--- src/design/kmns_pkg.sv ---
// Shared constants, command codes and types of the keyboard matrix scanner.
`timescale 1ns / 1ps

package kmns_pkg;

    localparam int ROW_COUNT = 9;
    localparam int ROW_IDX_W = (ROW_COUNT > 1) ? $clog2(ROW_COUNT) : 1;

    localparam logic [4:0] ROW_COUNT_EXT = 5'(ROW_COUNT);

    localparam logic [1:0] CMD_BUS_WRITE  = 2'd0;
    localparam logic [1:0] CMD_BUS_READ   = 2'd1;
    localparam logic [1:0] CMD_KEY_UPDATE = 2'd2;

    localparam logic [7:0] BYTE_MASK = 8'hFF;

    typedef struct packed {
        logic       bus_write;
        logic       bus_read;
        logic       key_update;
        logic [7:0] write_value;
        logic [3:0] key_row;
        logic [7:0] key_bits;
        logic       key_down;
    } dp_cmd_t;

endpackage

--- src/design/kmns_if.sv ---
// Valid/ready channel interfaces for input items and read results.
`timescale 1ns / 1ps

interface kmns_in_if;
    logic       valid;
    logic       ready;
    logic [1:0] cmd;
    logic [7:0] write_value;
    logic [3:0] key_row;
    logic [7:0] key_bits;
    logic       key_down;

    modport source (output valid, cmd, write_value, key_row, key_bits, key_down,
                    input ready);
    modport sink (input valid, cmd, write_value, key_row, key_bits, key_down,
                  output ready);
endinterface

interface kmns_out_if;
    logic       valid;
    logic       ready;
    logic [7:0] read_data;

    modport source (output valid, read_data, input ready);
    modport sink (input valid, read_data, output ready);
endinterface

--- src/design/kmns_ctrl.sv ---
// Handshake controller: accepts items, decodes commands, tracks the result register.
`timescale 1ns / 1ps

module kmns_ctrl (
    input  logic             clk,
    input  logic             rst_n,
    input  logic             in_valid,
    output logic             in_ready,
    input  logic [1:0]       in_cmd,
    input  logic [7:0]       write_value,
    input  logic [3:0]       key_row,
    input  logic [7:0]       key_bits,
    input  logic             key_down,
    output logic             out_valid,
    input  logic             out_ready,
    output kmns_pkg::dp_cmd_t dp_cmd
);

    typedef enum logic {
        ST_EMPTY,
        ST_FULL
    } state_t;

    state_t state_reg;
    state_t state_next;
    logic   accept;

    assign in_ready  = (state_reg == ST_EMPTY) || out_ready;
    assign accept    = in_valid && in_ready;
    assign out_valid = (state_reg == ST_FULL);

    always_comb
    begin
        dp_cmd             = '0;
        dp_cmd.write_value = write_value;
        dp_cmd.key_row     = key_row;
        dp_cmd.key_bits    = key_bits;
        dp_cmd.key_down    = key_down;
        if (accept)
        begin
            unique case (in_cmd)
                kmns_pkg::CMD_BUS_WRITE:  dp_cmd.bus_write  = 1'b1;
                kmns_pkg::CMD_BUS_READ:   dp_cmd.bus_read   = 1'b1;
                kmns_pkg::CMD_KEY_UPDATE: dp_cmd.key_update = 1'b1;
                default:                  ;
            endcase
        end
    end

    always_comb
    begin
        state_next = state_reg;
        if (dp_cmd.bus_read)
            state_next = ST_FULL;
        else if (out_ready)
            state_next = ST_EMPTY;
    end

    always_ff @(posedge clk or negedge rst_n)
    begin
        if (!rst_n)
            state_reg <= ST_EMPTY;
        else
            state_reg <= state_next;
    end

endmodule

--- src/design/kmns_dp.sv ---
// Datapath: row masks, row counter, column half, enable flag and read result register.
`timescale 1ns / 1ps

module kmns_dp (
    input  logic              clk,
    input  logic              rst_n,
    input  kmns_pkg::dp_cmd_t dp_cmd,
    output logic [7:0]        read_data
);

    logic [7:0] key_rows_reg [kmns_pkg::ROW_COUNT];
    logic [3:0] row_counter_reg;
    logic [3:0] row_counter_next;
    logic       column_half_reg;
    logic       port_enabled_reg;
    logic [7:0] read_data_reg;
    logic [7:0] read_data_next;
    logic [7:0] sel_mask;
    logic [4:0] row_inc;
    logic       key_row_ok;

    assign key_row_ok = {1'b0, dp_cmd.key_row} < kmns_pkg::ROW_COUNT_EXT;
    assign row_inc    = {1'b0, row_counter_reg} + 5'd1;

    always_comb
    begin
        row_counter_next = row_counter_reg;
        if (dp_cmd.write_value[0])
            row_counter_next = '0;
        else if (!dp_cmd.write_value[1] && column_half_reg)
            row_counter_next = (row_inc >= kmns_pkg::ROW_COUNT_EXT) ? 4'd0 : row_inc[3:0];
    end

    always_comb
    begin
        if ({1'b0, row_counter_reg} < kmns_pkg::ROW_COUNT_EXT)
            sel_mask = key_rows_reg[row_counter_reg[kmns_pkg::ROW_IDX_W-1:0]];
        else
            sel_mask = '0;
        if (!port_enabled_reg)
            read_data_next = '0;
        else if (column_half_reg)
            read_data_next = ~{3'b000, sel_mask[3:0], 1'b0} & kmns_pkg::BYTE_MASK;
        else
            read_data_next = ~{3'b000, sel_mask[7:4], 1'b0} & kmns_pkg::BYTE_MASK;
    end

    always_ff @(posedge clk or negedge rst_n)
    begin
        if (!rst_n)
        begin
            row_counter_reg  <= '0;
            column_half_reg  <= 1'b0;
            port_enabled_reg <= 1'b0;
            for (int i = 0; i < kmns_pkg::ROW_COUNT; i++)
                key_rows_reg[i] <= '0;
        end
        else
        begin
            if (dp_cmd.bus_write)
            begin
                port_enabled_reg <= dp_cmd.write_value[2];
                if (dp_cmd.write_value[2])
                begin
                    row_counter_reg <= row_counter_next;
                    column_half_reg <= dp_cmd.write_value[1];
                end
            end
            if (dp_cmd.key_update && key_row_ok)
            begin
                for (int i = 0; i < kmns_pkg::ROW_COUNT; i++)
                begin
                    if (dp_cmd.key_row == 4'(i))
                    begin
                        if (dp_cmd.key_down)
                            key_rows_reg[i] <= key_rows_reg[i] | dp_cmd.key_bits;
                        else
                            key_rows_reg[i] <= key_rows_reg[i] & ~dp_cmd.key_bits;
                    end
                end
            end
        end
    end

    always_ff @(posedge clk)
    begin
        if (dp_cmd.bus_read)
            read_data_reg <= read_data_next;
    end

    assign read_data = read_data_reg;

endmodule

--- src/design/keyboard_matrix_nibble_scanner.sv ---
// Top level of the keyboard matrix scanner: controller, datapath and checks.
`timescale 1ns / 1ps

// The block models a keyboard matrix port: it keeps one 8-bit key mask per
// matrix row plus a row counter, a column-half flag and an enable flag. Each
// input item is a bus write, a bus read or a key update; only a bus read
// produces a result item, which carries the inverted, shifted nibble of the
// row under the row counter, or zero while the port is disabled. State
// updates land at the accepting clock edge, and a read result is captured
// in the output register at that same edge, so the block sustains one item
// per cycle unless stalled. The input side stalls only while a result sits
// in the output register and the sink does not take it in that cycle. There
// is no clearing pass after reset; the row masks clear with the reset itself.

module keyboard_matrix_nibble_scanner (
    input  logic       clk,
    input  logic       rst_n,
    kmns_in_if.sink    in_ch,
    kmns_out_if.source out_ch
);

    kmns_pkg::dp_cmd_t dp_cmd;

    // The controller owns the handshakes and turns an accepted item into
    // one-cycle command strobes for the datapath.
    kmns_ctrl u_ctrl (
        .clk         (clk),
        .rst_n       (rst_n),
        .in_valid    (in_ch.valid),
        .in_ready    (in_ch.ready),
        .in_cmd      (in_ch.cmd),
        .write_value (in_ch.write_value),
        .key_row     (in_ch.key_row),
        .key_bits    (in_ch.key_bits),
        .key_down    (in_ch.key_down),
        .out_valid   (out_ch.valid),
        .out_ready   (out_ch.ready),
        .dp_cmd      (dp_cmd)
    );

    // The datapath holds all matrix state and the read result register.
    kmns_dp u_dp (
        .clk       (clk),
        .rst_n     (rst_n),
        .dp_cmd    (dp_cmd),
        .read_data (out_ch.read_data)
    );

    // An accepted read always shows a result in the following cycle.
    assert property (@(posedge clk) disable iff (!rst_n)
        (in_ch.valid && in_ch.ready && in_ch.cmd == kmns_pkg::CMD_BUS_READ)
        |=> out_ch.valid)
    else $error("accepted read did not produce a result");

    // Writes and key updates never create a result on their own.
    assert property (@(posedge clk) disable iff (!rst_n)
        (!out_ch.valid && !(in_ch.valid && in_ch.ready
                            && in_ch.cmd == kmns_pkg::CMD_BUS_READ))
        |=> !out_ch.valid)
    else $error("result appeared without an accepted read");

    // The input side stalls only behind a held result that is not taken.
    assert property (@(posedge clk) disable iff (!rst_n)
        !in_ch.ready |-> (out_ch.valid && !out_ch.ready))
    else $error("input stalled without a blocked result");

endmodule

--- src/flat_wrapper.sv ---
// flat-port wrapper written by rule: the top's interface ports become plain ports
module keyboard_matrix_nibble_scanner_flat 
  (clk, rst_n, in_ch_valid, in_ch_cmd, in_ch_write_value, in_ch_key_row, in_ch_key_bits, in_ch_key_down, in_ch_ready, out_ch_valid, out_ch_read_data, out_ch_ready);
  kmns_in_if in_ch_i ();
  kmns_out_if out_ch_i ();
  input  logic clk;
  input  logic rst_n;
  input wire logic [$bits(in_ch_i.valid)-1:0] in_ch_valid;
  input wire logic [$bits(in_ch_i.cmd)-1:0] in_ch_cmd;
  input wire logic [$bits(in_ch_i.write_value)-1:0] in_ch_write_value;
  input wire logic [$bits(in_ch_i.key_row)-1:0] in_ch_key_row;
  input wire logic [$bits(in_ch_i.key_bits)-1:0] in_ch_key_bits;
  input wire logic [$bits(in_ch_i.key_down)-1:0] in_ch_key_down;
  output wire logic [$bits(in_ch_i.ready)-1:0] in_ch_ready;
  output wire logic [$bits(out_ch_i.valid)-1:0] out_ch_valid;
  output wire logic [$bits(out_ch_i.read_data)-1:0] out_ch_read_data;
  input wire logic [$bits(out_ch_i.ready)-1:0] out_ch_ready;
  assign in_ch_i.valid = in_ch_valid;
  assign in_ch_i.cmd = in_ch_cmd;
  assign in_ch_i.write_value = in_ch_write_value;
  assign in_ch_i.key_row = in_ch_key_row;
  assign in_ch_i.key_bits = in_ch_key_bits;
  assign in_ch_i.key_down = in_ch_key_down;
  assign in_ch_ready = in_ch_i.ready;
  assign out_ch_valid = out_ch_i.valid;
  assign out_ch_read_data = out_ch_i.read_data;
  assign out_ch_i.ready = out_ch_ready;
  keyboard_matrix_nibble_scanner u_core (.clk(clk), .rst_n(rst_n), .in_ch(in_ch_i), .out_ch(out_ch_i));
endmodule
--- config.mk ---
export PLATFORM = sky130hd
export DESIGN_NAME = keyboard_matrix_nibble_scanner_flat
export DESIGN_NICKNAME = d
export VERILOG_FILES = /design/src/design/kmns_pkg.sv /design/src/design/kmns_if.sv /design/src/design/kmns_ctrl.sv /design/src/design/kmns_dp.sv /design/src/design/keyboard_matrix_nibble_scanner.sv /design/src/flat_wrapper.sv
export SDC_FILE = /design/constraint.sdc
export NUM_CORES = 1
export LEC_CHECK = 0
export ABC_CLOCK_PERIOD_IN_PS = 3900
export BUFFER_PORTS_ARGS = -buffer_cell sky130_fd_sc_hd__buf_2
export CORE_MARGIN = 8
export CORE_UTILIZATION = 28
export DETAILED_ROUTE_END_ITERATION = 7
export SYNTH_ARGS = -nofsm -noshare
export SYNTH_HDL_FRONTEND = slang
export SYNTH_SLANG_ARGS = --single-unit
--- constraint.sdc ---
create_clock -name clk -period 3.9 [get_ports clk]
set_input_delay 0.78 -clock clk [delete_from_list [all_inputs] [get_ports clk]]
set_output_delay 0.78 -clock clk [all_outputs]
set_load 0.005 [all_outputs]
# After elaboration in Yosys (flattened, before gate mapping)
# Cells that the tools add are included.
# word_totals
output_inout_bits	10
input_bits	27
regBits	87
# classes
n_addsub	1
reduce_logical	20
muxes	23
n_lt_le_gt_ge	4
n_bitwise	23
n_eq_ne	10
# op_table
op	count
$mux 8	13
$and 8x8->8	9
$or 8x8->8	9
$bmux 8 s4	1
$reduce_and 2->1	10
$eq 4x3->1 const B	4
$not 5->8	2
$mux 4	3
$eq 4x2->1 const B	2
$lt 4x4->1 const B	2
$not 8->8	1
$add 4x1->5 const B	1
$ge 5x4->1 const B	1
$ge 5x5->1 const B	1
$mux 1	5
$not 4->5	1
$eq 4x1->1 const B	1
$eq 4x4->1 const B	1
$logic_not 4->1	1
$reduce_bool 2->1	2
$logic_and 1x1->1	3
$mux 3	1
$reduce_and 3->1	1
$eq 2x1->1 const B	1
other kinds (5)	5

# Logic depth before layout (Yosys ltp)
# depth
depth_word	7
ltp_mapped	6

# Modules after synthesis
# A second synthesis with hierarchy kept.
# hier_totals
cells_unflattened	390
hier_area_um2	4459.3
# by_module_without_submodules
module	area_each_um2	n_inst	cells_per_inst
kmns_dp	4217.8	1	360
kmns_ctrl	241.5	1	30

# Least setup slack after synthesis
# Ideal clock, no wire load.
# synth_timing
kind	input-to-reg
start	input in_ch_key_row[1]
end	register with a tool-made name
setup_slack_ns	1.667
path_buffers	1
required_ns	3.775
setup_ns	0.125
path_stages	5
arrival_ns	2.108
cell_sequence	or3b_1 > nor4b_4 > buf_6 > nand3_1 > mux2_4
# synth_rtl
element	line	rtl
start, declared	flat_wrapper.sv:11	input wire logic [$bits(in_ch_i.key_row)-1:0] in_ch_key_row;

# Worst setup path after layout
# layout_timing
start	register u_core.u_dp.row_counter_reg[2]
end	register u_core.u_dp.row_counter_reg[0]
# layout_via
elab_chain_cells	5
# layout_rtl
element	line	rtl
start, declared	kmns_dp.sv:12	logic [3:0] row_counter_reg;
start signal, assigned	kmns_dp.sv:65	row_counter_reg <= row_counter_next;
$add 4x1->5	kmns_dp.sv:23	assign row_inc = {1'b0, row_counter_reg} + 5'd1;
$ge 5x4->1	kmns_dp.sv:31	row_counter_next = (row_inc >= kmns_pkg::ROW_COUNT_EXT) ? 4'd0 : row_inc[3:0];
$mux 4	kmns_dp.sv:31	
$mux 4	kmns_dp.sv:30	else if (!dp_cmd.write_value[1] && column_half_reg)
$mux 4	kmns_dp.sv:28	if (dp_cmd.write_value[0])
# No other way between the ends. The select of a mux whose other input is x is not followed.
# A chain may end at the register's enable or synchronous reset.

==> flow_metrics.py <==
metrics = {
    "placement": {
        "place.gp.congestion": 0.764,
        "port-buffer-count": 31,
        "pre_cts_ws_ps": 1390,
        "dp_hpwl_um": 6690,
        "dpl_cell_area_um2": 4850,
    },
    "sta": {
        "min_period_ps": 2470,
        "worst_slack_ps": 1430,
        "fin_skew_ps": 7.24,
        "finalSetupTns_ps": 0,
        "finalSetupViolCount": 0,
        "hold_viol_final": 0,
        "fin_crit_sh_pct": 63.4,
        "tightest_slew_ps": 1140,
        "finalMaxSlewViolations": 0,
        "relSlewSlack_pct": 23.9,
        "max_freq_ghz": 0.405,
        "rsz0062_at_grt": "false",
    },
    "synthesis": {
        "yosys_register_bits": 84,
        "synth_top_family_by_area": "multiplexers",
        "synth_mux_area_share_pct": 26.3,
        "synth_top_area_cell": "dfrtp_1",
        "ys_types": 43,
        "syn_nets": 413,
        "yosys.area_share.simple_pct": 14.5,
        "synth_ff_type": "dfrtp_1",
        "yosys.area_share.xor_xnor_pct": 0.381,
        "syn_area_per_cell_um2": 12.0,
        "syn-instance-count": 383,
        "syn_area_um2": 4600,
        "yosysMostFrequentCell": "dfrtp_1",
        "ys_warn_count": 0,
        "yosys.area.top_type_share_pct": 43.0,
        "synth_compound_area_share_pct": 5.52,
        "yosysSeqAreaShare_pct": 46.2,
        "synthArstFlopShare_pct": 94.0,
        "synth_common_cells": "79 x dfrtp_1, 74 x nand3_1, 64 x mux2_2",
        "synthAdderAreaFrac_pct": 0.816,
        "synth_edf_count": 5,
        "synth_area_leaders": "dfrtp_1 43%, mux2_2 16%, nand3_1 8.0%, mux4_2 5.9%, edfxtp_1 3.3%",
    },
    "layout": {
        "final_design_area_no_fill_um2": 5160,
        "post-route-util_pct": 31.6,
        "insertedDiodeCount": 0,
        "nets": 423,
        "areaGrowthSynthToFinish_pct": 12.2,
        "drive_gt1_share_pct": 36.4,
    },
    "floorplan": {
        "fp.dieH_um": 144,
        "coreArea_um2": 16300,
        "pin_count": 37,
        "row_count": 47,
        "die_area_um2": 20800,
        "die_w_um": 144,
        "start_util_pct": 28.1,
    },
    "critical_path": {
        "r2r_slack_ps": 1430,
        "reg2reg_depth": 5,
        "critPathCaptureType": "flip-flop",
        "r2r_start": "u_core.u_dp.row_counter_reg[2]",
        "cp-start-kind": "flip-flop",
        "critPathKind": "reg2reg",
        "crit_start": "u_core.u_dp.row_counter_reg[2]",
        "worst-endpoint-arrival_ps": 2750,
        "cp_max_fo": 16,
        "timing.rr.end": "u_core.u_dp.row_counter_reg[0]",
        "crit_end": "u_core.u_dp.row_counter_reg[0]",
        "worstPathRequired_ps": 4180,
    },
    "route": {
        "num_vias": 3128,
        "totalWireLength_um": 10500,
        "ant_nets": 0,
        "drt_iter0_drc": 243,
        "viasPerCell": 5.06,
        "drtPass1Iterations": 5,
        "routedWlPerCell_um": 17.1,
        "drc": 0,
    },
    "power_and_ir_drop": {
        "peakVddDrop_v": 0.000222,
        "total_power_mw": 2.27,
        "power.leakage_nw": 2.29,
        "power_density_nw_per_um2": 440,
    },
    "hold_path": {
        "hold_class": "reg2reg",
    },
    "grt": {
        "antenna_found_initial": 1,
        "grt_pass1_vias": 3139,
        "grt_usage_pct": 10.7,
        "grt_max_degree": 80,
        "grt_overflow": 0,
        "grt_pass1_wl_um": 17100,
    },
    "clock_network": {
        "cts_hold_buf": 0,
        "cts_tree": "built",
        "cts_buffer_depth": 2,
        "cts_setup_buffers": 0,
        "htree_levels": 3,
        "cts_inserted_buffers": 9,
        "cts_sinks": 84,
        "clockRootBuffer": "clkbuf_16",
        "clkTransAtPathRegs_ps": 60,
        "cts-resized-gates": 0,
        "insertion_delay_ps": 340,
    },
    "run_status": {
        "status": "finished, final reports clean",
    },
    "job": {
        "maxCapViolCount": 0,
    },
}
power breakdown:
part | internal (mW) | leakage, nW | switching, mW
combinational | 0.165 | 1.02 | 0.192
clock | 0.561 | 0.153 | 0.352
sequential | 0.955 | 1.11 | 0.0480
worst max-delay path, cell delays in order, from the launching register on:
cell      delay, ps
dfrtp_1         880
buf_4           380
xor2_1           90
or4_1           460
a211oi_1        370
mux2_2          230
worst min-delay path by stage:
stage | startpoint | to | slack, ps | cells after the start
after global routing | flip-flop | flip-flop | 510 | 1
final | flip-flop | flip-flop | 500 | 1
after global placement | flip-flop | flip-flop | 470 | 1
after CTS | flip-flop | flip-flop | 500 | 1
after floorplan | flip-flop | flip-flop | 460 | 1
after detailed placement | flip-flop | flip-flop | 480 | 1
through the flow:
stage	hold WS, ps	instances
floorplan	459	383
global placement	469	602
detailed placement	484	602
CTS	498	618
global route	512	618
finish	497	618
layer usage:
metal	vias to the layer above	global-route usage, %	wire length [um]
met5	-	0	10
met4	2	2.03	100
met3	8	3.73	739
met2	86	16.6	4890
met1	1608	14.1	4810
li1	1424	-	-
cell usage in the layout, fill, tap and decap left out, drive strengths merged, types with 5 or more instances in the layout:
cell type,netlist,layout
o21ai,11,11
edfxtp,5,5
nor2b,7,7
nand2,7,7
dfrtp,79,79
nor2,6,6
inv,7,8
mux2,74,74
clkbuf,15,10
nor4b,5,5
mux2i,8,8
nand3,74,74
buf,26,40
a21oi,9,9
mux4,12,12
cell type report:
| cell class | count | area [um^2] |
|---|---|---|
| multi-input cells | 251 | 2190 |
| clock inverters | 6 | 87.6 |
| clock buffers | 10 | 229 |
| flip-flops and latches | 84 | 2130 |
| well taps | 220 | 275 |
| inverters | 7 | 26.3 |
| repair buffers | 40 | 225 |
| fillers | 1704 | 11200 |
logic make-up after synthesis:
logic type               count (synthesis)
AO/OA/AOI/OAI                           39
XOR/XNOR                                 2
adder cells (fa/ha/maj)                  3
buffers and inverters                   48
flip-flops                              84
multiplexers                            94
AND/OR/NAND/NOR                        113
Power figures use the tool's default switching activity.
